<file path="src/rtl/core/atrp_pkg.sv">
`timescale 1ns / 1ps
// ----------------------------------------------------------------------------
// atrp_pkg
// Shared types and constants of the AT response byte parser.
// ----------------------------------------------------------------------------
package atrp_pkg;

  localparam int unsigned MODE_W  = 2;
  localparam int unsigned LEN_W   = 7;
  localparam int unsigned CFG_IDX_W = 2;
  localparam int unsigned CFG_DATA_W = 7;
  localparam int unsigned SEC_W   = 3;
  localparam int unsigned IDX_W   = 6;
  localparam int unsigned PHASE_W = 2;

  // register indexes
  localparam logic [CFG_IDX_W-1:0] REG_PARSER_MODE    = 2'd0;
  localparam logic [CFG_IDX_W-1:0] REG_PAYLOAD_LENGTH = 2'd1;

  // parser modes
  localparam logic [MODE_W-1:0] MODE_IDLE    = 2'd0;
  localparam logic [MODE_W-1:0] MODE_COMMAND = 2'd1;
  localparam logic [MODE_W-1:0] MODE_PROMPT  = 2'd2;
  localparam logic [MODE_W-1:0] MODE_PAYLOAD = 2'd3;

  // command parser phases
  localparam logic [PHASE_W-1:0] PH_ERROR  = 2'd0;
  localparam logic [PHASE_W-1:0] PH_ECHO   = 2'd1;
  localparam logic [PHASE_W-1:0] PH_MSG    = 2'd2;
  localparam logic [PHASE_W-1:0] PH_STATUS = 2'd3;

  // section codes
  localparam logic [SEC_W-1:0] SEC_NONE    = 3'd0;
  localparam logic [SEC_W-1:0] SEC_ECHO    = 3'd1;
  localparam logic [SEC_W-1:0] SEC_MSG     = 3'd2;
  localparam logic [SEC_W-1:0] SEC_STATUS  = 3'd3;
  localparam logic [SEC_W-1:0] SEC_PAYLOAD = 3'd4;

  // characters
  localparam logic [7:0] CH_CR     = 8'h0D;
  localparam logic [7:0] CH_LF     = 8'h0A;
  localparam logic [7:0] CH_PLUS   = 8'h2B;
  localparam logic [7:0] CH_COLON  = 8'h3A;
  localparam logic [7:0] CH_PROMPT = 8'h3E;

  typedef struct packed {
    logic [PHASE_W-1:0] phase;
    logic               tracking;
    logic               expect_lf;
    logic               payload_armed;
  } ctrl_t;

  typedef struct packed {
    logic             done_res;
    logic [SEC_W-1:0] section;
    logic             capture_valid;
    logic [IDX_W-1:0] capture_index;
    logic             in_error;
  } result_t;

endpackage

</file>
<file path="src/rtl/core/atrp_step.sv">
`timescale 1ns / 1ps
// ----------------------------------------------------------------------------
// atrp_step
// Per-byte decision logic: next parser state and result for one byte.
// ----------------------------------------------------------------------------
module atrp_step #(
  parameter int unsigned BUF_DEPTH = 64,
  parameter int unsigned CNT_W     = 7
) (
  input  logic [atrp_pkg::MODE_W-1:0] mode_i,
  input  logic [atrp_pkg::LEN_W-1:0]  length_i,
  input  logic [7:0]                  byte_i,
  input  atrp_pkg::ctrl_t             ctrl_i,
  input  logic [CNT_W-1:0]            echo_cnt_i,
  input  logic [CNT_W-1:0]            msg_cnt_i,
  input  logic [CNT_W-1:0]            status_cnt_i,
  input  logic [CNT_W-1:0]            pay_cnt_i,
  output atrp_pkg::ctrl_t             ctrl_o,
  output logic [CNT_W-1:0]            echo_cnt_o,
  output logic [CNT_W-1:0]            msg_cnt_o,
  output logic [CNT_W-1:0]            status_cnt_o,
  output logic [CNT_W-1:0]            pay_cnt_o,
  output atrp_pkg::result_t           res_o
);

  localparam int unsigned CMP_W = (CNT_W > atrp_pkg::LEN_W) ? CNT_W : atrp_pkg::LEN_W;
  localparam logic [CNT_W-1:0] DEPTH = CNT_W'(BUF_DEPTH);
  localparam logic [CNT_W-1:0] ONE   = CNT_W'(1);

  logic [7:0] expected;

  assign expected = ctrl_i.expect_lf ? atrp_pkg::CH_LF : atrp_pkg::CH_CR;

  always_comb begin
    ctrl_o       = ctrl_i;
    echo_cnt_o   = echo_cnt_i;
    msg_cnt_o    = msg_cnt_i;
    status_cnt_o = status_cnt_i;
    pay_cnt_o    = pay_cnt_i;
    res_o        = '0;

    case (mode_i)
      atrp_pkg::MODE_COMMAND: begin
        case (ctrl_i.phase)
          atrp_pkg::PH_ECHO: begin
            if (!ctrl_i.tracking) begin
              if (byte_i == atrp_pkg::CH_CR) begin
                ctrl_o.tracking  = 1'b1;
                ctrl_o.expect_lf = 1'b0;
              end else begin
                res_o.section = atrp_pkg::SEC_ECHO;
                if (echo_cnt_i < DEPTH) begin
                  res_o.capture_valid = 1'b1;
                  res_o.capture_index = atrp_pkg::IDX_W'(echo_cnt_i);
                  echo_cnt_o          = echo_cnt_i + ONE;
                end
              end
            end else if (byte_i == expected) begin
              if (byte_i == atrp_pkg::CH_CR) begin
                ctrl_o.expect_lf = 1'b1;
              end else begin
                ctrl_o.phase    = atrp_pkg::PH_MSG;
                ctrl_o.tracking = 1'b0;
              end
            end else begin
              ctrl_o.phase     = atrp_pkg::PH_ERROR;
              ctrl_o.tracking  = 1'b0;
              ctrl_o.expect_lf = 1'b0;
              echo_cnt_o       = '0;
              msg_cnt_o        = '0;
              status_cnt_o     = '0;
            end
          end
          atrp_pkg::PH_MSG: begin
            if (!ctrl_i.tracking) begin
              if (byte_i == atrp_pkg::CH_CR) begin
                ctrl_o.tracking  = 1'b1;
                ctrl_o.expect_lf = 1'b1;
              end else begin
                res_o.section = atrp_pkg::SEC_MSG;
                if (msg_cnt_i < DEPTH) begin
                  res_o.capture_valid = 1'b1;
                  res_o.capture_index = atrp_pkg::IDX_W'(msg_cnt_i);
                  msg_cnt_o           = msg_cnt_i + ONE;
                end
              end
            end else if (byte_i == expected) begin
              ctrl_o.phase     = atrp_pkg::PH_STATUS;
              ctrl_o.tracking  = 1'b0;
              ctrl_o.expect_lf = 1'b0;
            end else begin
              ctrl_o.phase     = atrp_pkg::PH_ERROR;
              ctrl_o.tracking  = 1'b0;
              ctrl_o.expect_lf = 1'b0;
              echo_cnt_o       = '0;
              msg_cnt_o        = '0;
              status_cnt_o     = '0;
            end
          end
          atrp_pkg::PH_STATUS: begin
            if (!ctrl_i.tracking) begin
              if (byte_i == expected) begin
                ctrl_o.tracking  = 1'b1;
                ctrl_o.expect_lf = 1'b1;
              end else begin
                res_o.section = atrp_pkg::SEC_STATUS;
                if (status_cnt_i < DEPTH) begin
                  res_o.capture_valid = 1'b1;
                  res_o.capture_index = atrp_pkg::IDX_W'(status_cnt_i);
                  status_cnt_o        = status_cnt_i + ONE;
                end
              end
            end else if (byte_i == expected) begin
              if (status_cnt_i == '0) begin
                // empty status line: skip it
                ctrl_o.tracking  = 1'b0;
                ctrl_o.expect_lf = 1'b0;
              end else begin
                ctrl_o.phase     = atrp_pkg::PH_ECHO;
                ctrl_o.tracking  = 1'b0;
                ctrl_o.expect_lf = 1'b0;
                echo_cnt_o       = '0;
                msg_cnt_o        = '0;
                status_cnt_o     = '0;
                res_o.done_res   = 1'b1;
              end
            end
            // after CR, stray bytes are ignored until LF
          end
          default: begin
            // error phase absorbs everything
          end
        endcase
      end
      atrp_pkg::MODE_PROMPT: begin
        res_o.done_res = (byte_i == atrp_pkg::CH_PROMPT);
      end
      atrp_pkg::MODE_PAYLOAD: begin
        if (byte_i == atrp_pkg::CH_PLUS) begin
          ctrl_o.tracking = 1'b1;
        end else if (ctrl_i.tracking) begin
          if (byte_i == atrp_pkg::CH_COLON) begin
            ctrl_o.payload_armed = 1'b1;
            pay_cnt_o            = '0;
          end else if (ctrl_i.payload_armed) begin
            res_o.section = atrp_pkg::SEC_PAYLOAD;
            if (pay_cnt_i < DEPTH) begin
              res_o.capture_valid = 1'b1;
              res_o.capture_index = atrp_pkg::IDX_W'(pay_cnt_i);
              pay_cnt_o           = pay_cnt_i + ONE;
            end
            if (CMP_W'(pay_cnt_o) == CMP_W'(length_i)) begin
              ctrl_o.payload_armed = 1'b0;
              ctrl_o.tracking      = 1'b0;
              res_o.done_res       = 1'b1;
            end
          end
        end
      end
      default: begin
        // idle mode never completes
      end
    endcase

    res_o.in_error = (ctrl_o.phase == atrp_pkg::PH_ERROR);
  end

endmodule

</file>
<file path="src/rtl/core/at_response_byte_parser_unit.sv">
`timescale 1ns / 1ps
// ----------------------------------------------------------------------------
// at_response_byte_parser_unit
// Classifies modem response bytes under a configured parser mode.
// ----------------------------------------------------------------------------
// Accepts one received byte per clock while in_stall_o is low and returns
// one result per byte, in order, through the input register and then the
// output register. The step logic decides the next parser state and the
// result in a single pass into the output register, so throughput is one
// byte per cycle while the output is not stalled. A stalled output holds
// its result while the input register still takes one more byte. The user
// must write configuration (parser_mode, payload_length) through the plain
// write port only while no byte is in flight; the block does not enforce
// this. A change of mode resets nothing. Section counts saturate at BUF_DEPTH.
// ----------------------------------------------------------------------------
module at_response_byte_parser_unit #(
  parameter int unsigned BUF_DEPTH = 64
) (
  input  logic                           clk_i,
  input  logic                           rst_ni,
  // configuration write port
  input  logic                           cfg_we_i,
  input  logic [atrp_pkg::CFG_IDX_W-1:0] cfg_idx_i,
  input  logic [atrp_pkg::CFG_DATA_W-1:0] cfg_data_i,
  // byte request channel
  input  logic                           in_valid_i,
  output logic                           in_stall_o,
  input  logic [7:0]                     rx_byte_i,
  // result request channel
  output logic                           out_valid_o,
  input  logic                           out_stall_i,
  output logic                           done_res_o,
  output logic [atrp_pkg::SEC_W-1:0]     section_o,
  output logic                           capture_valid_o,
  output logic [atrp_pkg::IDX_W-1:0]     capture_index_o,
  output logic [7:0]                     capture_byte_o,
  output logic                           in_error_o
);

  // counts must hold BUF_DEPTH itself (saturation value)
  localparam int unsigned CNT_W = $clog2(BUF_DEPTH + 1);

  // configuration registers
  logic [atrp_pkg::MODE_W-1:0] mode_q;
  logic [atrp_pkg::LEN_W-1:0]  length_q;

  // parser state
  atrp_pkg::ctrl_t  ctrl_q, ctrl_d;
  logic [CNT_W-1:0] echo_cnt_q, echo_cnt_d;
  logic [CNT_W-1:0] msg_cnt_q, msg_cnt_d;
  logic [CNT_W-1:0] status_cnt_q, status_cnt_d;
  logic [CNT_W-1:0] pay_cnt_q, pay_cnt_d;

  // pipeline
  logic              in_valid_q;
  logic [7:0]        in_byte_q;
  logic              out_valid_q;
  atrp_pkg::result_t res_d, res_q;
  logic [7:0]        out_byte_q;

  logic in_fire;
  logic out_load;

  // the output register takes a new result when empty or being drained
  assign out_load   = in_valid_q && (!out_valid_q || !out_stall_i);
  assign in_stall_o = in_valid_q && !out_load;
  assign in_fire    = in_valid_i && !in_stall_o;

  always_ff @(posedge clk_i or negedge rst_ni) begin
    if (!rst_ni) begin
      mode_q   <= atrp_pkg::MODE_IDLE;
      length_q <= atrp_pkg::LEN_W'(1);
    end else if (cfg_we_i) begin
      case (cfg_idx_i)
        atrp_pkg::REG_PARSER_MODE:    mode_q   <= cfg_data_i[atrp_pkg::MODE_W-1:0];
        atrp_pkg::REG_PAYLOAD_LENGTH: length_q <= cfg_data_i[atrp_pkg::LEN_W-1:0];
        default: begin
          // unmapped index: ignored
        end
      endcase
    end
  end

  atrp_step #(
    .BUF_DEPTH (BUF_DEPTH),
    .CNT_W     (CNT_W)
  ) u_step (
    .mode_i       (mode_q),
    .length_i     (length_q),
    .byte_i       (in_byte_q),
    .ctrl_i       (ctrl_q),
    .echo_cnt_i   (echo_cnt_q),
    .msg_cnt_i    (msg_cnt_q),
    .status_cnt_i (status_cnt_q),
    .pay_cnt_i    (pay_cnt_q),
    .ctrl_o       (ctrl_d),
    .echo_cnt_o   (echo_cnt_d),
    .msg_cnt_o    (msg_cnt_d),
    .status_cnt_o (status_cnt_d),
    .pay_cnt_o    (pay_cnt_d),
    .res_o        (res_d)
  );

  // control state
  always_ff @(posedge clk_i or negedge rst_ni) begin
    if (!rst_ni) begin
      in_valid_q   <= 1'b0;
      out_valid_q  <= 1'b0;
      ctrl_q       <= '{phase: atrp_pkg::PH_ECHO, tracking: 1'b0,
                        expect_lf: 1'b0, payload_armed: 1'b0};
      echo_cnt_q   <= '0;
      msg_cnt_q    <= '0;
      status_cnt_q <= '0;
      pay_cnt_q    <= '0;
    end else begin
      if (in_fire) begin
        in_valid_q <= 1'b1;
      end else if (out_load) begin
        in_valid_q <= 1'b0;
      end

      if (out_load) begin
        out_valid_q  <= 1'b1;
        ctrl_q       <= ctrl_d;
        echo_cnt_q   <= echo_cnt_d;
        msg_cnt_q    <= msg_cnt_d;
        status_cnt_q <= status_cnt_d;
        pay_cnt_q    <= pay_cnt_d;
      end else if (!out_stall_i) begin
        out_valid_q <= 1'b0;
      end
    end
  end

  // payload registers
  always_ff @(posedge clk_i) begin
    if (in_fire) begin
      in_byte_q <= rx_byte_i;
    end
    if (out_load) begin
      res_q      <= res_d;
      out_byte_q <= in_byte_q;
    end
  end

  assign out_valid_o     = out_valid_q;
  assign done_res_o      = res_q.done_res;
  assign section_o       = res_q.section;
  assign capture_valid_o = res_q.capture_valid;
  assign capture_index_o = res_q.capture_index;
  assign capture_byte_o  = out_byte_q;
  assign in_error_o      = res_q.in_error;

endmodule

</file>
<file path="config.mk">
export PLATFORM = sky130hd
export DESIGN_NAME = at_response_byte_parser_unit
export DESIGN_NICKNAME = d
export VERILOG_FILES = /design/src/rtl/core/atrp_pkg.sv /design/src/rtl/core/atrp_step.sv /design/src/rtl/core/at_response_byte_parser_unit.sv
export SDC_FILE = /design/constraint.sdc
export NUM_CORES = 1
export LEC_CHECK = 0
export BUFFER_PORTS_ARGS = -buffer_cell sky130_fd_sc_hd__clkbuf_2
export CELL_PAD_IN_SITES_DETAIL_PLACEMENT = 1
export CELL_PAD_IN_SITES_GLOBAL_PLACEMENT = 1
export CORE_MARGIN = 3
export CORE_UTILIZATION = 39
export DETAILED_ROUTE_END_ITERATION = 16
export PLACE_DENSITY_LB_ADDON = 0.25
export REMOVE_ABC_BUFFERS = 1
export SYNTH_ARGS = -nofsm -noshare
export SYNTH_HDL_FRONTEND = slang
export SYNTH_SLANG_ARGS = --single-unit
</file>
<file path="constraint.sdc">
create_clock -name clk_i -period 2.5 [get_ports clk_i]
set_input_delay 0.375 -clock clk_i [delete_from_list [all_inputs] [get_ports clk_i]]
set_output_delay 0.375 -clock clk_i [all_outputs]
set_load 0.02 [all_outputs]
</file>
# ---- After elaboration in Yosys (flattened, before gate mapping)
# Index checks and enable logic that the tools add are counted.
dict set report totals {
  memories 0
  input_bits 22
  regBits 72
  latch_bits 0
  mem_bits_rw 0
  rom_bits 0
}
dict set report classes {
  div 0
  add_sub_neg 4
  reduce_logical 26
  shift 0
  eq_ne 33
  n_lt_le_gt_ge 4
  n_mux 81
  n_mul 0
  n_bitwise 1
}
# cell n
set ops {}
lappend ops {{$mux W7} 30}
lappend ops {{$mux W11} 4}
lappend ops {{$pmux W7 S3} 2}
lappend ops {{$pmux W10 S3} 1}
lappend ops {{$add A7 B1 Y7 const B} 4}
lappend ops {{$lt A7 B7 Y1 const B} 4}
lappend ops {{$mux W9} 3}
lappend ops {{$reduce_and A9 Y1} 3}
lappend ops {{$eq A8 B6 Y1 const B} 3}
lappend ops {{$mux W2} 11}
lappend ops {{$mux W10} 2}
lappend ops {{$pmux W10 S2} 1}
lappend ops {{$ne A3 B2 Y1 const B} 6}
lappend ops {{$mux W1} 17}
lappend ops {{$ne A3 B3 Y1 const B} 5}
lappend ops {{$pmux W7 S2} 1}
lappend ops {{$mux W4} 3}
lappend ops {{$pmux W4 S3} 1}
lappend ops {{$ne A2 B2 Y1 const B} 5}
lappend ops {{$eq A2 B2 Y1 const B} 4}
lappend ops {{$eq A8 B4 Y1 const B} 1}
lappend ops {{$eq A8 B8 Y1} 1}
lappend ops {{$mux W8} 1}
lappend ops {{$reduce_bool A2 Y1} 4}
lappend ops {{other kinds (20)} 32}

# ---- Logic depth before layout (Yosys ltp)
# Gate-level depths: netlist of the first run.
dict set report depth {
  ltp_word 14
  ltp_mapped 9
  depth_no_buf 8
}

# ---- Hierarchy
# Synthesis of the first run repeated with hierarchy kept, for this count alone.
dict set report unflattened {
  cells_unflattened 438
  area_unflattened_um2 4635.7
}
# mod instances area_per_inst_um2 seq_area_each_um2 cells_each
set by_module_without_submodules {}
lappend by_module_without_submodules {at_response_byte_parser_unit 1 2518.7 1944.4 125}
lappend by_module_without_submodules {atrp_step 1 2117.0 0.0 313}

# ---- Worst setup path before layout of the first run
# No wires, ideal clock.
dict set report synth_timing {
  path_type {register to register}
  startpoint {reg ctrl_q[3] in the netlist's numbering}
  endpoint {reg msg_cnt_q[6]}
  path_stages_with_launch 8
  n_path_buf 0
  setup_time_ns 0.134
  required_time_ns 2.366
  synth_period_minus_slack_ns 2.262
  setup_slack_ns 0.238
  arrival_time_ns 2.127
  cell_sequence {dfstp_2 inv_1 ha_1 or3b_1 nor3_1 o221ai_1 a311oi_1 o22ai_1}
}
dict set report synth_between {
  elab_chain_len 3
  elab_cells_between_ends 12
  classes_between {9 x eq/ne; 1 x mux; 2 x reduce/logical}
}
# item line_no
set synth_rtl {}
lappend synth_rtl {{start: declaration} at_response_byte_parser_unit.sv:48} ;# atrp_pkg::ctrl_t ctrl_q, ctrl_d;
lappend synth_rtl {{start signal: assignment} at_response_byte_parser_unit.sv:109} ;# ctrl_q <= '{phase: atrp_pkg::PH_ECHO, tracking: 1'b0,
lappend synth_rtl {{start signal: assignment} at_response_byte_parser_unit.sv:124} ;# ctrl_q <= ctrl_d;
lappend synth_rtl {{$eq A2 B2 Y1 / $eq A2 B1 Y1 (equally long branches)} atrp_step.sv:44} ;# case (ctrl_i.phase)
lappend synth_rtl {{$ne A3 B3 Y1 (no line) (tied with other cells)} -}
lappend synth_rtl {{$reduce_and A9 Y1 (no line)} -}
lappend synth_rtl {{end signal: assignment} at_response_byte_parser_unit.sv:126} ;# msg_cnt_q <= msg_cnt_d;
lappend synth_rtl {{end: declaration} at_response_byte_parser_unit.sv:50} ;# logic [CNT_W-1:0] msg_cnt_q, msg_cnt_d;
# Several ways; a longest one is shown, not always the timed one.
# A chain may end at the register's enable or synchronous reset.

==> flow_summary.json, run 1 <==
{
  "overflow": 0,
  "clock-sinks": 72,
  "synth.avg_cell_area_um2": 10.4,
  "dr.first_iter.drc_count": 142,
  "die-area_um2": 12400,
  "drtPass1Iterations": 4,
  "maxSlewHeadroom_pct": 54.0,
  "fin_area_um2": 5130,
  "fin_crit_sh_pct": 95.8,
  "period_needed_ns": 2.40,
  "vdd_drop_max_uv": 272,
  "yosysSeqAreaShare_pct": 45.0,
  "top_layer_used": "met4",
  "place_area_um2": 4840,
  "clk_latency_ns": 0.37,
  "hold_viol_final": 0,
  "grt_usage_pct": 21.1,
  "synth-xor-area-share_pct": 1.82,
  "worst_slew_pin_slew_ns": 0.687,
  "setup_viol_count_final": 0,
  "nNetsFinal": 521,
  "port_buffers": 43,
  "start_util_pct": 41.0,
  "io_pins": 44,
  "grt_antenna_before_repair": 0,
  "coreArea_um2": 10600,
  "synth_fa_ha_area_share_pct": 4.05,
  "drc": 0,
  "synth_area_um2": 4320,
  "wl_met2_um": 6410,
  "outcome": "complete, no violations",
  "n_antenna_cell": 0,
  "cp-start-kind": "register",
  "synth_top_family_by_area": "compound AO/OA/AOI/OAI gates",
  "drive_above_1_share_pct": 27.3,
  "mostFrequentLayoutCells": "clkbuf_2 (43), dfrtp_1 (42), nand2_1 (34)",
  "grt_max_degree": 24,
  "hp-class": "input port to async pin",
  "final_core_util_pct": 48.6,
  "cts_tree": "done",
  "endpoint_kind": "register",
  "first_global_vias": 4022,
  "holdBufCountCts": 0,
  "wl_met3_um": 540,
  "syn_inst": 417,
  "criticalPathCategory": "register to register",
  "synth_edf_count": 28,
  "rsz0062_at_grt": "no",
  "fin_worst_skew_ns": 0.0102,
  "fp.dieH_um": 111,
  "dp_hpwl_um": 9570,
  "fp.dieW_um": 111,
  "numCtsBuffers": 9,
  "required_ns": 2.61,
  "leakage_uw": 0.00204,
  "synth-compound-area-share_pct": 23.4,
  "fin_setup_tns_ns": 0,
  "yosysWarnings": 0,
  "whs_ns": 0.0191,
  "h-tree-depth": 3,
  "cts-root-buf": "clkbuf_8",
  "drv_slew": 0,
  "grt_pass1_wl_um": 21000,
  "clk_path_buf_depth": 2,
  "post_drt_wl_per_cell_um": 20.8,
  "synthFlopType": "dfrtp_1",
  "powerDensity_nw_per_um2": 616,
  "dp_cells": 608,
  "avgViaCountPerCell": 5.96,
  "areaGrowthSynthToFinish_pct": 18.7,
  "num_rows": 37,
  "cp.arrival_ns": 2.51,
  "max_freq_mhz": 417,
  "drt-met1-wl_um": 5790,
  "final_common_cell": "clkbuf_2",
  "synthMuxAreaShare_pct": 3.33,
  "async_flop_share_pct": 61.1,
  "ant_nets": 0,
  "stdcell_count": 626,
  "finalWirelength_um": 13000,
  "synth_cell_types": 84,
  "gp_congestion": 0.918,
  "worstPathMaxFanout": 7,
  "path_clk_slew_ns": 0.08,
  "synth-simple-area-share_pct": 18.4,
  "dr_total_vias": 3733,
  "postSynthRegisterBits": 72,
  "cap_violations": 0
}
==> critical path, stage by stage, from the launching register on <==
cell and delay (ns):
edfxtp_1 0.47, or4b_1 0.72, o311a_4 0.41, a22oi_1 0.20, nor2_1 0.07, a221o_1 0.27
==> stage by stage <==
step	total power, uW	setup slack (ns)
2_1_floorplan	1830	0.0887
3_3_place_gp	2030	0.138
3_5_place_dp	2070	0.0511
4_1_cts	3160	0.0148
5_1_grt	3300	0.00319
6_report	3160	0.105
==> cells by family after synthesis <==
kind of cell	count (synthesis)
mux	13
buf+inv	40
flops	72
compound gates	131
xor+xnor	9
simple gates	138
fa+ha+maj	14
==> cell usage after synthesis (4+ instances only) <==
master     number  area (um2)
a211oi_1        4        30.0
a21boi_0        4        30.0
a21o_1          4        30.0
a21oi_1        19        95.1
a221o_1         6        60.1
a22o_1          5        43.8
a22oi_1         7        52.6
a2bb2oi_1       5        43.8
a31oi_1         5        31.3
buf_2           7        35.0
clkbuf_1        5        18.8
dfrtp_1        42        1050
edfxtp_1       28         841
ha_1           14         175
inv_1          23        86.3
mux2_2         11         124
nand2_1        34         128
nand2b_1        6        37.5
nand3_1        18        90.1
nand4b_1        7        61.3
nor2_1         22        82.6
nor3_1          9        45.0
nor4_1          8        50.1
o211ai_1        5        37.5
o21ai_0        22         110
or2_2           6        37.5
xnor2_1         5        43.8
xor2_1          4        35.0
==> layer usage <==
layer  vias up  global-route usage (%)
met5         -                       0
met4         0                    8.43
met3        26                    4.64
met2        85                    35.0
met1      1880                    26.8
li1       1742                       -
==> registers in the layout, indices dropped and copies added, names as in the netlist <==
register / flops
echo_cnt_q: 7
status_cnt_q: 7
out_valid_o: 1
ctrl_q: 5
mode_q: 2
length_q: 7
capture_valid_o: 1
done_res_o: 1
pay_cnt_q: 7
in_error_o: 1
in_byte_q: 8
capture_byte_o: 8
msg_cnt_q: 7
section_o: 3
capture_index_o: 6
in_valid_q: 1
==> final timing paths <==
path / start / endpoint / slack [ns] / depth (start not counted)
setup reg to reg: in_byte_q[4]$_DFFE_PP_ / capture_index_o[5]$_DFFE_PP_ / 0.10 / 5
hold / removal: rst_ni / status_cnt_q[3]$_DFFE_PN0P_ / 0.02 / 1
max in group asynchronous: rst_ni / length_q[0]$_DFFE_PN1P_ / 1.84 / 2
min in group clk_i: rx_byte_i[1] / in_byte_q[1]$_DFFE_PP_ / 0.18 / 1
hold reg to reg: in_valid_q$_DFFE_PN0P_ / out_valid_o$_DFFE_PN0P_ / 0.48 / 1
setup / recovery: in_byte_q[4]$_DFFE_PP_ / capture_index_o[5]$_DFFE_PP_ / 0.10 / 5
==> where the power goes <==
group | internal [uW] | switching (uW) | leakage, uW
registers | 1340 | 123 | 0.000814
clock network | 572 | 502 | 0.000107
logic | 268 | 357 | 0.00112
==> layout make-up <==
type / instances / area (um2)
Clock buffer: 9 / 124
Multi-Input combinational cell: 305 / 2250
Sequential cell: 72 / 1940
Inverter: 25 / 96.3
Timing Repair Buffer: 72 / 445
Clock inverter: 7 / 101
Fill cell: 1182 / 5420
Tap cell: 136 / 170
==> timing repair <==
item | CTS | global route
endpoints found under the setup margin | 0 | 15
resized for setup | 0 | 8
setup buffers | 0 | 2
(Power assumes the default switching activity.)
==> run 2: changes to the inputs <==
--- a/config.mk
+++ b/config.mk
@@ -5,13 +5,14 @@
 export SDC_FILE = /design/constraint.sdc
 export NUM_CORES = 1
 export LEC_CHECK = 0
-export BUFFER_PORTS_ARGS = -buffer_cell sky130_fd_sc_hd__clkbuf_2
+export BUFFER_PORTS_ARGS = -buffer_cell sky130_fd_sc_hd__buf_2
 export CELL_PAD_IN_SITES_DETAIL_PLACEMENT = 1
 export CELL_PAD_IN_SITES_GLOBAL_PLACEMENT = 1
 export CORE_MARGIN = 3
 export CORE_UTILIZATION = 39
 export DETAILED_ROUTE_END_ITERATION = 16
 export PLACE_DENSITY_LB_ADDON = 0.25
+export RECOVER_POWER = 100
 export REMOVE_ABC_BUFFERS = 1
 export SYNTH_ARGS = -nofsm -noshare
 export SYNTH_HDL_FRONTEND = slang
==> run 2 against run 1 <==
Combinational power down 2%. Clock power increased by 5%. Routed wire length is 2.6% lower. Power grew 0.81%. Die area did not move. Critical endpoint is now done_res_o$_DFFE_PP_. Global-route usage barely moved.
==> flow_summary.json, run 2 (synthesized netlist as in run 1, its figures left out) <==
{
  "rsz0062_at_grt": "yes",
  "areaGrowthSynthToFinish_pct": 19.0,
  "worstPathMaxFanout": 4,
  "cp.arrival_ns": 2.61,
  "h-tree-depth": 3,
  "criticalPathCategory": "register to register",
  "hp-class": "input port to register",
  "finalWirelength_um": 12700,
  "cp_slowest_cell": "dfrtp_1",
  "numCtsBuffers": 9,
  "coreArea_um2": 10600,
  "fp.dieH_um": 111,
  "post_drt_wl_per_cell_um": 20.1,
  "final_common_cell": "dfrtp_1",
  "gp_congestion": 0.987,
  "setup_viol_count_final": 0,
  "fin_worst_skew_ns": 0.0116,
  "pre_cts_slack_ns": -0.0102,
  "mostFrequentLayoutCells": "dfrtp_1 (42), nand2_1 (34), buf_4 (31)",
  "holdBufCountCts": 0,
  "port_buffers": 43,
  "multiInputGateArea_um2": 2250,
  "maxSlewHeadroom_pct": 14.4,
  "path_delay_family": "compound AO/OA/AOI/OAI gates",
  "overflow": 0,
  "drtPass1Iterations": 5,
  "grt_pass1_wl_um": 21200,
  "dr.first_iter.drc_count": 198,
  "clk_path_buf_depth": 2,
  "fp.dieW_um": 111,
  "slowest_delay_ns": 0.45,
  "place_area_um2": 4850,
  "max_freq_mhz": 420,
  "start_util_pct": 41.0,
  "layout_setup_ws_ns": 0.119,
  "avgViaCountPerCell": 5.80,
  "grt_antenna_before_repair": 0,
  "cts-root-buf": "clkbuf_8",
  "cts_tree": "done",
  "grt_max_degree": 24,
  "path_clk_slew_ns": 0.07,
  "period_needed_ns": 2.38,
  "dp_hpwl_um": 9520,
  "drv_slew": 0,
  "nNetsFinal": 525,
  "outcome": "complete, no violations",
  "first_global_vias": 3951,
  "drc": 0,
  "clock-sinks": 72,
  "die-area_um2": 12400,
  "fin_crit_sh_pct": 95.3,
  "ant_nets": 0,
  "clk_latency_ns": 0.36,
  "n_antenna_cell": 0,
  "whs_ns": 0.193,
  "endpoint_kind": "register",
  "regArea_um2": 1940,
  "fin_setup_tns_ns": 0,
  "fillers": 1201,
  "drive_above_1_share_pct": 23.5,
  "num_rows": 37,
  "required_ns": 2.73,
  "worst_slew_pin_slew_ns": 1.28,
  "powerDensity_nw_per_um2": 619,
  "cp-start-kind": "register",
  "io_pins": 44,
  "grt_usage_pct": 21.1,
  "vdd_drop_max_uv": 371,
  "dr_total_vias": 3655,
  "leakage_uw": 0.00201,
  "worstPathCellList": "ha_1, and4_1, or3_1, a221o_1, a2111oi_4, o22a_1",
  "cp_num_buf_inv": 0,
  "hold_viol_final": 0,
  "cap_violations": 0,
  "fin_area_um2": 5140
}
==> run 2: through the flow <==
step	utilization (%)	power, uW	cells
final	48.7	3190	630
after floorplan	-	1830	402
after global routing	48.7	3330	630
after global placement	46.0	2030	609
after detailed placement	46.0	2070	609
after CTS	48.3	3200	627
==> run 2: path summary, 6_finish.rpt <==
kind / from / end / slack, ns / cells past startpoint
max in group asynchronous: rst_ni / in_valid_q$_DFFE_PN0P_ / 0.45 / 2
min in group asynchronous: rst_ni / status_cnt_q[5]$_DFFE_PN0P_ / 0.27 / 1
setup / recovery: pay_cnt_q[0]$_DFFE_PN0P_ / done_res_o$_DFFE_PP_ / 0.12 / 6
hold reg to reg: in_valid_q$_DFFE_PN0P_ / out_valid_o$_DFFE_PN0P_ / 0.47 / 1
setup reg to reg: pay_cnt_q[0]$_DFFE_PN0P_ / done_res_o$_DFFE_PP_ / 0.12 / 6
hold / removal: rx_byte_i[3] / in_byte_q[3]$_DFFE_PP_ / 0.19 / 1
==> run 2: final cells by class <==
cell class	instances	share of cell area, %
multi-input combinational	305	43.8
tap	136	3.31
timing repair buffer	76	8.63
clock inverter	6	2.09
inverter	25	1.87
clock buffer	10	2.48
sequential	72	37.8
==> run 2: timing repair <==
action	in CTS	in global routing
endpoints found under the setup margin	1	17
gates resized for setup	0	9
pin swaps	1	1
setup buffers	2	3
gates cloned	0	0
==> run 2: routing by layer <==
| layer | part of all wire, % | GRT usage [%] | up-vias |
|---|---|---|---|
| met3 | 3.7 | 3.88 | 14 |
| met4 | 1.2 | 4.79 | 0 |
| met1 | 45 | 28.1 | 1835 |
| met2 | 50 | 35.9 | 65 |
| met5 | 0 | 0 | - |
| li1 | - | - | 1741 |
==> run 2: power by group <==
| part | switching, uW | leakage [uW] | internal [uW] | total, uW |
|---|---|---|---|---|
| clock network | 457 | 0.000118 | 660 | 1120 |
| logic | 352 | 0.00108 | 264 | 616 |
| registers | 116 | 0.000814 | 1340 | 1450 |
==> run 3: changes to the inputs <==
--- a/config.mk
+++ b/config.mk
@@ -9,7 +9,7 @@
 export CELL_PAD_IN_SITES_DETAIL_PLACEMENT = 1
 export CELL_PAD_IN_SITES_GLOBAL_PLACEMENT = 1
 export CORE_MARGIN = 3
-export CORE_UTILIZATION = 39
+export CORE_UTILIZATION = 40
 export DETAILED_ROUTE_END_ITERATION = 16
 export PLACE_DENSITY_LB_ADDON = 0.25
 export RECOVER_POWER = 100
==> run 3 against run 2 <==
Power decreased by 1.8%. Hold slack got worse by 0.011 ns. Clock skew decreased by 0.0023 ns. Sequential power about the same. Die area decreased by 2.4%. Critical endpoint is now in_error_o$_DFFE_PP_.
==> flow_summary.json, run 3 (synthesized netlist as in run 1, its figures left out) <==
{
  "start_util_pct": 41.5,
  "drive_above_1_share_pct": 26.7,
  "min_from": "rx_byte_i[3]",
  "path_clk_slew_ns": 0.09,
  "fp.dieH_um": 110,
  "holdPathEnd": "in_byte_q[3]$_DFFE_PP_",
  "powerDensity_nw_per_um2": 616,
  "reg2reg_from": "in_byte_q[4]$_DFFE_PP_",
  "drc": 0,
  "n_antenna_cell": 0,
  "fillers": 1170,
  "drtPass1Iterations": 4,
  "pre_cts_slack_ns": 0.0224,
  "num_rows": 37,
  "hold_viol_final": 0,
  "drv_slew": 0,
  "worst_slew_pin_slew_ns": 1.21,
  "holdPathStages": 1,
  "gp_congestion": 0.918,
  "fp.dieW_um": 110,
  "nNetsFinal": 518,
  "grt_usage_pct": 21.3,
  "h-tree-depth": 3,
  "clk_path_buf_depth": 2,
  "first_global_vias": 3836,
  "dr.first_iter.drc_count": 234,
  "cap_violations": 0,
  "criticalPathCategory": "register to register",
  "die-area_um2": 12100,
  "setup_viol_count_final": 0,
  "layout_setup_ws_ns": 0.0976,
  "overflow": 0,
  "dp_hpwl_um": 9100,
  "outcome": "complete, no violations",
  "grt_pass1_wl_um": 19700,
  "avgViaCountPerCell": 5.86,
  "worstPathMaxFanout": 6,
  "p_seq_share_pct": 46.4,
  "cp.arrival_ns": 2.50,
  "numCtsBuffers": 9,
  "r2r_setup_slack_ns": 0.1,
  "cts-root-buf": "clkbuf_8",
  "finalWirelength_um": 12500,
  "final_common_cell": "buf_2",
  "ant_nets": 0,
  "fin_worst_skew_ns": 0.00928,
  "post_drt_wl_per_cell_um": 20.0,
  "dr_total_vias": 3649,
  "p_int_uw": 2170,
  "rsz0062_at_grt": "yes",
  "netSwitchingFraction_pct": 30.6,
  "comb_power_share_pct": 18.8,
  "period_needed_ns": 2.40,
  "port_buffers": 43,
  "areaGrowthSynthToFinish_pct": 17.5,
  "maxSlewHeadroom_pct": 19.6,
  "coreArea_um2": 10400,
  "p_switching_uw": 958,
  "clk_latency_ns": 0.36,
  "mostFrequentLayoutCells": "buf_2 (43), dfrtp_1 (42), nand2_1 (34)",
  "grt_antenna_before_repair": 0,
  "max_freq_mhz": 416,
  "required_ns": 2.59,
  "dp_cells": 603,
  "grt_max_degree": 45,
  "finalPower_uw": 3130,
  "vdd_drop_max_uv": 252,
  "r2r.worst_path.cells": 5,
  "endpoint_kind": "register",
  "leakage_uw": 0.00201,
  "cts_tree": "done",
  "stdcell_count": 623,
  "fin_crit_sh_pct": 96.1,
  "clock-sinks": 72,
  "worst_r2r_endpoint": "in_error_o$_DFFE_PP_",
  "hp-class": "input port to register",
  "io_pins": 44,
  "p_clk_share_pct": 34.8,
  "cp-start-kind": "register"
}
## run 3: power groups by stage
stage,combinational [uW],sequential [uW],clock [uW]
global placement,560,1470,0
CTS,587,1450,1100
global route,645,1470,1150
floorplan,340,1500,0
detailed placement,581,1480,0
finish,587,1450,1090
## run 3: final cells by class
type | instances | area, um2 | share of cell area (%)
clock inverter | 7 | 104 | 2.04
timing repair buffer | 69 | 410 | 8.08
sequential | 72 | 1940 | 38.3
tap | 136 | 170 | 3.35
clock buffer | 9 | 124 | 2.44
inverter | 25 | 96.3 | 1.90
multi-input combinational | 305 | 2230 | 43.9
## run 3: per-stage QoR
step	setup TNS, ns	cell area [um2]	hold WS [ns]	util [%]
final	0	5080	0.182	48.8
after global routing	-0.0284	5080	0.170	48.8
after CTS	0	5050	0.173	48.5
after detailed placement	0	4810	0.385	46.1
after global placement	0	4810	0.384	46.1
after floorplan	0	4240	0.0794	-
## run 3: worst max-delay path by stage
stage / start / to / slack (ns) / cells after the start
floorplan: ctrl_q[3]$_DFFE_PN1P_ / msg_cnt_q[6]$_DFFE_PN0P_ / 0.09 / 7
global placement: ctrl_q[3]$_DFFE_PN1P_ / in_error_o$_DFFE_PP_ / 0.06 / 7
detailed placement: ctrl_q[3]$_DFFE_PN1P_ / in_error_o$_DFFE_PP_ / 0.02 / 7
CTS: ctrl_q[3]$_DFFE_PN1P_ / capture_index_o[3]$_DFFE_PP_ / 0.02 / 8
global route: ctrl_q[3]$_DFFE_PN1P_ / echo_cnt_q[5]$_DFFE_PN0P_ / -0.02 / 9
finish: in_byte_q[4]$_DFFE_PP_ / in_error_o$_DFFE_PP_ / 0.1 / 5
## run 3: worst max-delay path, cell delays in order (launching register included)
cell and delay (ns):
edfxtp_1 0.47, or4b_1 0.72, o41ai_1 0.55, a211oi_2 0.17, nor2_1 0.15, nor4_2 0.08
## run 3: repair_timing
item                                   in CTS  in global routing
setup endpoints to repair                   1                 13
endpoints found under the hold margin      16                  0
hold buffers                                1                  0
cloned                                      0                  0
gates resized for setup                     1                  5
pin swaps                                   0                  2
setup buffers                               0                  3
## run 3: metal layers
metal	vias to the layer above	GRT usage [%]	share of wire [%]
met5	-	0	0
met4	0	7.30	2.0
met3	18	3.99	3.9
met2	70	34.7	48
met1	1829	28.3	46
li1	1732	-	-
